**config.mk**
```make
export PLATFORM = sky130hd
export DESIGN_NAME = hcte_ctrl
export DESIGN_NICKNAME = d
export VERILOG_FILES = /design/src/hdl/hcte_pkg.sv /design/src/hdl/hcte_ctrl.sv
export SDC_FILE = /design/constraint.sdc
export NUM_CORES = 1
export LEC_CHECK = 0
export ABC_AREA = 1
export BUFFER_PORTS_ARGS = -buffer_cell sky130_fd_sc_hd__buf_2
export CAP_MARGIN = 40
export CELL_PAD_IN_SITES_DETAIL_PLACEMENT = 2
export CELL_PAD_IN_SITES_GLOBAL_PLACEMENT = 2
export CORE_MARGIN = 5
export CORE_UTILIZATION = 23
export CTS_CLUSTER_SIZE = 24
export DETAILED_ROUTE_END_ITERATION = 8
export GPL_ROUTABILITY_DRIVEN = 0
export PLACE_DENSITY_LB_ADDON = 0.1
export SLEW_MARGIN = 10
export SYNTH_ARGS = -nofsm -noshare
export SYNTH_HDL_FRONTEND = slang
export SYNTH_SLANG_ARGS = --single-unit
```
**constraint.sdc**
```tcl
create_clock -name clk -period 2.7 [get_ports clk]
set_input_delay 0.27 -clock clk [delete_from_list [all_inputs] [get_ports clk]]
set_output_delay 0.27 -clock clk [all_outputs]
set_load 0.03 [all_outputs]
```
**src/hdl/hcte_pkg.sv**
```systemverilog
// ----------------------------------------------------------------------------
// hcte_pkg
// Shared types, field widths, command codes and datapath operation codes of
// the chained hash table engine.
// ----------------------------------------------------------------------------
package hcte_pkg;

    localparam int CMD_W  = 2;
    localparam int KEY_W  = 31;
    localparam int VAL_W  = 32;
    localparam int ECNT_W = 10;
    localparam int BCNT_W = 11;
    localparam int OP_W   = 5;

    typedef logic [CMD_W-1:0]         cmd_t;
    typedef logic [KEY_W-1:0]         key_t;
    typedef logic signed [VAL_W-1:0]  value_t;
    typedef logic [ECNT_W-1:0]        ecnt_t;
    typedef logic [BCNT_W-1:0]        bcnt_t;
    typedef logic [OP_W-1:0]          op_t;

    // Bucket count after reset, before any configuration write
    localparam bcnt_t RST_BUCKETS = 11'd8;

    localparam cmd_t CMD_INSERT = 2'd0;
    localparam cmd_t CMD_GET    = 2'd1;
    localparam cmd_t CMD_REMOVE = 2'd2;
    localparam cmd_t CMD_UNUSED = 2'd3;

    // Datapath operations issued by the controller, one per cycle
    localparam op_t OP_NONE       = 5'd0;
    localparam op_t OP_ACCEPT     = 5'd1;
    localparam op_t OP_BUCKET     = 5'd2;
    localparam op_t OP_LOAD_HEAD  = 5'd3;
    localparam op_t OP_STEP       = 5'd4;
    localparam op_t OP_UPDATE     = 5'd5;
    localparam op_t OP_GET        = 5'd6;
    localparam op_t OP_UNLINK     = 5'd7;
    localparam op_t OP_FREE       = 5'd8;
    localparam op_t OP_FULL       = 5'd9;
    localparam op_t OP_TAKE_FREE  = 5'd10;
    localparam op_t OP_POP_FREE   = 5'd11;
    localparam op_t OP_TAKE_FRESH = 5'd12;
    localparam op_t OP_FILL       = 5'd13;
    localparam op_t OP_LINK       = 5'd14;
    localparam op_t OP_GROW_INIT  = 5'd15;
    localparam op_t OP_NEXT_BKT   = 5'd16;
    localparam op_t OP_CAT_HEAD   = 5'd17;
    localparam op_t OP_CAT_END    = 5'd18;
    localparam op_t OP_RETARGET   = 5'd19;
    localparam op_t OP_CLEAR      = 5'd20;
    localparam op_t OP_DIST_START = 5'd21;
    localparam op_t OP_DIST_DIV   = 5'd22;
    localparam op_t OP_DIST_PUT   = 5'd23;
    localparam op_t OP_RESULT     = 5'd24;

    typedef struct packed {
        op_t op;
    } hcte_cmd_t;

    typedef struct packed {
        logic div_done;
        logic e_nil;
        logic key_hit;
        logic head_nil;
        logic link_nil;
        logic free_nil;
        logic full;
        logic grow_need;
        logic bkt_last;
        cmd_t command;
    } hcte_stat_t;

endpackage

```
**src/hdl/hcte_ctrl.sv**
```systemverilog
// ----------------------------------------------------------------------------
// hcte_ctrl
// Controller: sequences lookups, inserts, removes, rehash and clearing
// passes, and owns the request and response handshakes.
// ----------------------------------------------------------------------------
module hcte_ctrl (
    input  logic                  clk,
    input  logic                  rst_n,
    input  logic                  cfg_wr_en,
    input  logic                  in_valid,
    output logic                  in_ready,
    output logic                  out_valid,
    input  logic                  out_ready,
    input  hcte_pkg::hcte_stat_t  stat,
    output hcte_pkg::hcte_cmd_t   cmd
);
    import hcte_pkg::*;

    localparam logic [4:0] ST_CLR    = 5'd0;
    localparam logic [4:0] ST_IDLE   = 5'd1;
    localparam logic [4:0] ST_DIV    = 5'd2;
    localparam logic [4:0] ST_HW     = 5'd3;
    localparam logic [4:0] ST_HL     = 5'd4;
    localparam logic [4:0] ST_EW     = 5'd5;
    localparam logic [4:0] ST_CMP    = 5'd6;
    localparam logic [4:0] ST_REM2   = 5'd7;
    localparam logic [4:0] ST_ALW    = 5'd8;
    localparam logic [4:0] ST_ALF    = 5'd9;
    localparam logic [4:0] ST_ALLOC  = 5'd10;
    localparam logic [4:0] ST_LINK   = 5'd11;
    localparam logic [4:0] ST_GCHK   = 5'd12;
    localparam logic [4:0] ST_RA_W   = 5'd13;
    localparam logic [4:0] ST_RA_H   = 5'd14;
    localparam logic [4:0] ST_RA_EW  = 5'd15;
    localparam logic [4:0] ST_RA_E   = 5'd16;
    localparam logic [4:0] ST_GCLR   = 5'd17;
    localparam logic [4:0] ST_RC_S   = 5'd18;
    localparam logic [4:0] ST_RC_EW  = 5'd19;
    localparam logic [4:0] ST_RC_E   = 5'd20;
    localparam logic [4:0] ST_RC_DIV = 5'd21;
    localparam logic [4:0] ST_RC_HW  = 5'd22;
    localparam logic [4:0] ST_RC_H   = 5'd23;
    localparam logic [4:0] ST_RESP   = 5'd24;

    logic [4:0] state_reg, state_next;
    logic       out_valid_reg, out_valid_next;

    always_comb
    begin
        state_next     = state_reg;
        out_valid_next = out_valid_reg;
        cmd.op         = OP_NONE;
        if (out_valid_reg && out_ready)
            out_valid_next = 1'b0;

        case (state_reg)
            ST_CLR:
            begin
                cmd.op = OP_CLEAR;
                if (stat.bkt_last)
                    state_next = ST_IDLE;
            end
            ST_IDLE:
            begin
                if (in_valid)
                begin
                    cmd.op     = OP_ACCEPT;
                    state_next = ST_DIV;
                end
            end
            ST_DIV:
            begin
                if (stat.div_done)
                begin
                    cmd.op     = OP_BUCKET;
                    state_next = ST_HW;
                end
            end
            ST_HW:
                state_next = ST_HL;
            ST_HL:
            begin
                cmd.op     = OP_LOAD_HEAD;
                state_next = ST_EW;
            end
            ST_EW:
                state_next = ST_CMP;
            ST_CMP:
            begin
                if (stat.e_nil)
                begin
                    state_next = ST_RESP;
                    if (stat.command == CMD_INSERT)
                    begin
                        if (stat.full)
                            cmd.op = OP_FULL;
                        else if (!stat.free_nil)
                        begin
                            cmd.op     = OP_TAKE_FREE;
                            state_next = ST_ALW;
                        end
                        else
                        begin
                            cmd.op     = OP_TAKE_FRESH;
                            state_next = ST_ALLOC;
                        end
                    end
                end
                else if (stat.key_hit)
                begin
                    state_next = ST_RESP;
                    case (stat.command)
                        CMD_INSERT: cmd.op = OP_UPDATE;
                        CMD_GET:    cmd.op = OP_GET;
                        CMD_REMOVE:
                        begin
                            cmd.op     = OP_UNLINK;
                            state_next = ST_REM2;
                        end
                        default:    cmd.op = OP_NONE;
                    endcase
                end
                else
                begin
                    cmd.op     = OP_STEP;
                    state_next = ST_EW;
                end
            end
            ST_REM2:
            begin
                cmd.op     = OP_FREE;
                state_next = ST_RESP;
            end
            ST_ALW:
                state_next = ST_ALF;
            ST_ALF:
            begin
                cmd.op     = OP_POP_FREE;
                state_next = ST_ALLOC;
            end
            ST_ALLOC:
            begin
                cmd.op     = OP_FILL;
                state_next = ST_LINK;
            end
            ST_LINK:
            begin
                cmd.op     = OP_LINK;
                state_next = ST_GCHK;
            end
            ST_GCHK:
            begin
                if (stat.grow_need)
                begin
                    cmd.op     = OP_GROW_INIT;
                    state_next = ST_RA_W;
                end
                else
                    state_next = ST_RESP;
            end
            ST_RA_W:
                state_next = ST_RA_H;
            ST_RA_H:
            begin
                if (!stat.head_nil)
                begin
                    cmd.op     = OP_CAT_HEAD;
                    state_next = ST_RA_EW;
                end
                else if (stat.bkt_last)
                begin
                    cmd.op     = OP_RETARGET;
                    state_next = ST_GCLR;
                end
                else
                begin
                    cmd.op     = OP_NEXT_BKT;
                    state_next = ST_RA_W;
                end
            end
            ST_RA_EW:
                state_next = ST_RA_E;
            ST_RA_E:
            begin
                if (!stat.link_nil)
                begin
                    cmd.op     = OP_STEP;
                    state_next = ST_RA_EW;
                end
                else if (stat.bkt_last)
                begin
                    cmd.op     = OP_RETARGET;
                    state_next = ST_GCLR;
                end
                else
                begin
                    cmd.op     = OP_CAT_END;
                    state_next = ST_RA_W;
                end
            end
            ST_GCLR:
            begin
                cmd.op = OP_CLEAR;
                if (stat.bkt_last)
                    state_next = ST_RC_S;
            end
            ST_RC_S:
            begin
                cmd.op     = OP_DIST_START;
                state_next = ST_RC_EW;
            end
            ST_RC_EW:
                state_next = ST_RC_E;
            ST_RC_E:
            begin
                if (stat.e_nil)
                    state_next = ST_RESP;
                else
                begin
                    cmd.op     = OP_DIST_DIV;
                    state_next = ST_RC_DIV;
                end
            end
            ST_RC_DIV:
            begin
                if (stat.div_done)
                begin
                    cmd.op     = OP_BUCKET;
                    state_next = ST_RC_HW;
                end
            end
            ST_RC_HW:
                state_next = ST_RC_H;
            ST_RC_H:
            begin
                cmd.op     = OP_DIST_PUT;
                state_next = ST_RC_EW;
            end
            ST_RESP:
            begin
                // hold until the response register is free
                if (!out_valid_reg || out_ready)
                begin
                    cmd.op         = OP_RESULT;
                    out_valid_next = 1'b1;
                    state_next     = ST_IDLE;
                end
            end
            default:
                state_next = ST_CLR;
        endcase

        if (cfg_wr_en)
            state_next = ST_CLR;
    end

    always_ff @(posedge clk or negedge rst_n)
    begin
        if (!rst_n)
        begin
            state_reg     <= ST_CLR;
            out_valid_reg <= 1'b0;
        end
        else
        begin
            state_reg     <= state_next;
            out_valid_reg <= out_valid_next;
        end
    end

    assign in_ready  = (state_reg == ST_IDLE);
    assign out_valid = out_valid_reg;

endmodule

```
==> impl_metrics.json, run 1 <==
{
  "grt_max_degree": 14,
  "synth.net_count": 220,
  "tritoncts": "built",
  "grt_usage": 0.149,
  "grt-ovfl-total": 0,
  "cp_data_arrival_time_ns": 2.14,
  "wire_per_inst_um": 16.0,
  "worst_pin_slew_ns": 0.486,
  "pin_count": 23,
  "fp.dieW_um": 78.2,
  "p_seq_frac": 0.191,
  "rsz0062_at_grt": "no",
  "synth_compound_area_frac": 0.0864,
  "path_clk_slew_ns": 0.04,
  "io_buffers": 22,
  "slew_headroom": 0.676,
  "dpl.hpwl_um": 3910,
  "fin_crit_sh": 0.893,
  "critPathCaptureType": "output port",
  "htreeDepth": 1,
  "drtPass1Iterations": 4,
  "place_area_um2": 1210,
  "syn-cell-area_um2": 1070,
  "grt_pass1_vias": 1504,
  "yosysTopAreaCell": "nand2_1",
  "finalClockSkew_ns": 0.00121,
  "clock-sinks": 6,
  "p_total_uw": 829,
  "yosysSeqAreaShare": 0.140,
  "ant_nets": 0,
  "p_clk_frac": 0.160,
  "period_minus_slack_ns": 2.41,
  "synth-seq-cells": 6,
  "cts_root_buf": "clkbuf_8",
  "final-hold-violation-count": 0,
  "ir_drop_v": 0.000253,
  "multi_input_area_um2": 774,
  "synthMuxAreaShare": 0,
  "seq_area_um2": 150,
  "coreArea_um2": 4440,
  "synthCells": 201,
  "power.density_nw_per_um2": 656,
  "synth_flop_cell": "dfrtp_1",
  "wl_met3_um": 185,
  "rows": 24,
  "synth_top_area_share": 0.217,
  "cts_resized": 0,
  "largest_reg_flops": 5,
  "netSwitchingFraction": 0.562,
  "route.met2.wl_um": 2230,
  "synth_top_family_by_area": "simple AND/OR/NAND/NOR gates",
  "max_freq_mhz": 415,
  "postCtsSetupRepairBufs": 0,
  "cp-start-kind": "flop",
  "initial_core_util": 0.241,
  "synth.area.top_cells": "nand2_1, dfrtp_1, nand3_1",
  "p_switching_uw": 466,
  "syn_to_final_growth_pct": 18.0,
  "yosys.area_share.simple": 0.602,
  "synth.distinct_cells": 24,
  "antenna_found_initial": 0,
  "dp_slack_ns": 0.520,
  "totalNegativeSetupSlack_ns": 0,
  "wirelength_met1_um": 1980,
  "internal_power_uw": 363,
  "pwr-share-comb": 0.648,
  "ys_warn_count": 0,
  "status": "complete, no violations",
  "synthAdderAreaFrac": 0.0350,
  "worstPathMaxFanout": 13,
  "vias": 1385,
  "postLayoutCellArea_um2": 1260,
  "final.fill_count": 574,
  "path_cells": "inv_2 -> nand3_1 -> inv_2 -> nand2_1 -> nand2_1 -> a211oi_1 -> nand3b_1 -> buf_2",
  "drtIter0Drc": 59,
  "drive_gt1_frac": 0.197,
  "highest_layer": "met4",
  "via_per_inst": 5.04,
  "drt_wl_total_um": 4400,
  "critical_path_class": "reg -> out",
  "dieHeight_um": 78.2,
  "clock_latency_ns": 0.22,
  "diodes": 0,
  "final-max-slew-violation-count": 0,
  "synthArstFlopShare": 1.00,
  "cts_hold_buf": 1,
  "nNetsFinal": 244,
  "cap_violations": 0,
  "crit_required_ns": 2.43,
  "synth_xor_area_frac": 0,
  "syn_avg_cell_area_um2": 5.33,
  "grt_pass1_wl_um": 7390,
  "p_leak_uw": 0.000749,
  "max-clock-path-buffers": 2,
  "cpPeakStageDelay_ns": 0.63,
  "finalSetupViolations": 0,
  "cpMaxStageDelayCell": "dfrtp_1",
  "worst_slack_ns": 0.288,
  "numCtsBuffers": 3,
  "synth-edff-count": 0,
  "drc": 0,
  "min_path_type": "in -> reg",
  "die_area_um2": 6120
}
## worst max-delay path: cells and delay by family, from the launching register on
family / cells / cell delay [ns]
flops: 1 / 0.63
simple gates: 4 / 0.54
buf+inv: 3 / 0.42
compound gates: 1 / 0.32
## final cells by class
| type | instances | area share |
|---|---|---|
| multi-input combinational | 161 | 0.613 |
| inverter | 30 | 0.0891 |
| sequential | 6 | 0.119 |
| tap | 52 | 0.0515 |
| timing repair buffer | 23 | 0.0950 |
| clock buffer | 3 | 0.0327 |
## cell usage in the layout (no fill, tap or decap), types with 3 or more instances in the layout
cell      netlist  final
nor2_1         31     31
buf_2           0     22
nand3b_1        3      3
nand4_1         5      5
ha_1            3      3
inv_1          22     22
nor2_4          3      3
nand3_1        24     24
nor2_2          4      4
dfrtp_1         6      6
nor3_1          6      6
nand2_1        62     62
clkbuf_8        0      3
o21ai_0         7      7
inv_2           8      8
## worst paths after layout
kind | to | cells after the start | startpoint | slack, ns
worst max register to register | state_reg[3]$_DFFE_PN0P_ | 7 | state_reg[4]$_DFFE_PN0P_ | 0.86
worst min register to register | out_valid$_DFF_PN0_ | 3 | out_valid$_DFF_PN0_ | 0.61
max in group asynchronous | state_reg[3]$_DFFE_PN0P_ | 2 | rst_n | 2.15
worst max-delay path | cmd[0] | 8 | state_reg[4]$_DFFE_PN0P_ | 0.29
worst min-delay path | out_valid$_DFF_PN0_ | 3 | out_ready | 0.33
min in group asynchronous | state_reg[4]$_DFFE_PN0P_ | 2 | rst_n | 0.41
## cell usage after synthesis (2+ instances only)
library cell and n:
nand2_1 62, nor2_1 31, nand3_1 24, inv_1 22, inv_2 8, o21ai_0 7, dfrtp_1 6, nor3_1 6
nand4_1 5, nor2_2 4, buf_4 3, ha_1 3, nand3b_1 3, nor2_4 3, a211oi_1 2, a21oi_1 2
nand3_2 2, o21ai_1 2
## metrics by stage
step / hold slack (ns) / cells / utilization
CTS: 0.330 / 275 / 0.284
global placement: 0.0983 / 271 / 0.273
floorplan: -0.0256 / 201 / -
detailed placement: 0.104 / 271 / 0.273
finish: 0.330 / 275 / 0.284
global route: 0.341 / 275 / 0.284
## layer usage
metal,GRT usage,vias to the layer above
met5,0,-
met4,0.0105,0
met3,0.0195,2
met2,0.278,27
met1,0.190,666
li1,-,690
## cells by family (layout without fill, tap and decap cells)
logic type,after synthesis,in the layout
AOI/OAI and AO/OA,16,16
adders and majority gates,3,3
buffers and inverters,34,56
DFF,6,6
and+or+nand+nor,142,142
## power by group through the flow
stage / sequential, µW / clock (µW) / combinational, µW
after floorplan: 113 / 0 / 440
after global placement: 158 / 0 / 544
after detailed placement: 159 / 0 / 547
after CTS: 158 / 137 / 550
after global routing: 164 / 141 / 605
final: 159 / 133 / 537
No activity file was read; power rests on OpenSTA's default activity.
==> run 2: changes to the inputs <==
- PLACE_DENSITY: unset -> 0.68
- PLACE_DENSITY_LB_ADDON: 0.1 -> unset
==> impl_metrics.json, run 2 (synthesis gave the netlist of run 1 again) <==
{
  "wire_per_inst_um": 15.4,
  "rows": 24,
  "netSwitchingFraction": 0.568,
  "tritoncts": "built",
  "p_leak_uw": 0.000749,
  "drive_gt1_frac": 0.197,
  "cts_root_buf": "clkbuf_8",
  "dpl.hpwl_um": 3730,
  "htreeDepth": 1,
  "max_freq_mhz": 423,
  "drt_wl_total_um": 4250,
  "worstPathMaxFanout": 13,
  "grt_use_met1": 0.212,
  "critical_path_class": "reg -> out",
  "worst_pin_slew_ns": 0.505,
  "critPathCaptureType": "output port",
  "cap_violations": 0,
  "slew_headroom": 0.663,
  "cp_data_arrival_time_ns": 2.09,
  "final_common_cell": "nand2_1",
  "grt_pass1_vias": 1469,
  "numCtsBuffers": 3,
  "diodes": 0,
  "period_minus_slack_ns": 2.36,
  "nNetsFinal": 244,
  "power.density_nw_per_um2": 664,
  "final-hold-violation-count": 0,
  "drtPass1Iterations": 4,
  "post-route-util": 0.284,
  "die_area_um2": 6120,
  "layout_common_cells": "nand2_1, nor2_1, nand3_1, inv_1, buf_2",
  "met2_usage": 0.247,
  "grt_busiest_layer": "met2",
  "syn_to_final_growth_pct": 18.0,
  "fin_crit_sh": 0.875,
  "via_per_inst": 4.87,
  "p_clk_frac": 0.162,
  "totalNegativeSetupSlack_ns": 0,
  "final-max-slew-violation-count": 0,
  "pin_count": 23,
  "postCtsSetupRepairBufs": 0,
  "grt_usage": 0.147,
  "clock-sinks": 6,
  "drc": 0,
  "finalSetupViolations": 0,
  "clock_latency_ns": 0.22,
  "coreArea_um2": 4440,
  "grt-ovfl-total": 0,
  "internal_power_uw": 363,
  "io_buffers": 22,
  "pwr-share-comb": 0.647,
  "path_clk_slew_ns": 0.03,
  "min_path_type": "in -> reg",
  "p_switching_uw": 476,
  "crit_required_ns": 2.43,
  "fp.dieW_um": 78.2,
  "use_met3": 0.0172,
  "cts_hold_buf": 1,
  "antenna_found_initial": 0,
  "initial_core_util": 0.241,
  "status": "complete, no violations",
  "dieHeight_um": 78.2,
  "p_seq_frac": 0.191,
  "cp-start-kind": "flop",
  "ant_nets": 0,
  "ir_drop_v": 0.000227,
  "cts_resized": 0,
  "p_total_uw": 839,
  "drtIter0Drc": 72,
  "finalClockSkew_ns": 0.00170,
  "rsz0062_at_grt": "no",
  "grt_max_degree": 14,
  "largest_reg_flops": 5,
  "max-clock-path-buffers": 2,
  "grt_pass1_wl_um": 7300,
  "vias": 1339
}
-- run 2: cell counts in the layout (fill, tap and decap cells not counted) --
No cell type changed its count.
-- run 2: layout make-up --
cell class / instances / area, µm²
inverter: 30 / 113
sequential: 6 / 150
tap: 52 / 65.1
multi-input combinational: 161 / 774
clock buffer: 3 / 41.3
fill: 599 / 3180
timing repair buffer: 23 / 120
-- run 2: critical path, stage by stage (launching register included) --
cell and delay (ns):
dfrtp_1 0.65, inv_2 0.16, nand3_1 0.21, inv_2 0.06, nand2_1 0.11, nand2_1 0.08, a211oi_1 0.28, nand3b_1 0.12
buf_2 0.19
-- run 2: worst paths after layout --
check,startpoint,to,slack (ns),depth (start not counted)
setup / recovery,state_reg[4]$_DFFE_PN0P_,cmd[0],0.34,8
hold / removal,cfg_wr_en,state_reg[2]$_DFFE_PN0P_,0.32,4
setup reg to reg,state_reg[4]$_DFFE_PN0P_,state_reg[3]$_DFFE_PN0P_,0.87,7
hold reg to reg,out_valid$_DFF_PN0_,out_valid$_DFF_PN0_,0.67,3
max in group asynchronous,rst_n,state_reg[4]$_DFFE_PN0P_,2.15,2
min in group asynchronous,rst_n,state_reg[3]$_DFFE_PN0P_,0.41,2
-- run 2: power groups by stage --
stage / combinational [µW] / clock (µW) / sequential [µW]
finish: 543 / 136 / 160
global route: 610 / 147 / 165
CTS: 550 / 139 / 160
detailed placement: 546 / 0 / 161
global placement: 543 / 0 / 160
floorplan: 440 / 0 / 113
-- run 2: metrics by stage --
step	hold slack, ns	setup WS (ns)	std cells	area [µm²]
6_report	0.325	0.337	275	1260
5_1_grt	0.338	0.145	275	1260
4_1_cts	0.323	0.340	275	1260
3_5_place_dp	0.102	0.592	271	1210
3_3_place_gp	0.0994	0.543	271	1210
2_1_floorplan	-0.0256	1.01	201	1070
-- run 2: metal layers --
metal  wire [µm]  vias to the layer above  part of all wire
li1            -                      689                 -
met1        2210                      628              0.52
met2        1950                       19              0.46
met3          75                        3             0.018
met4           7                        0            0.0016
met5           0                        -                 0
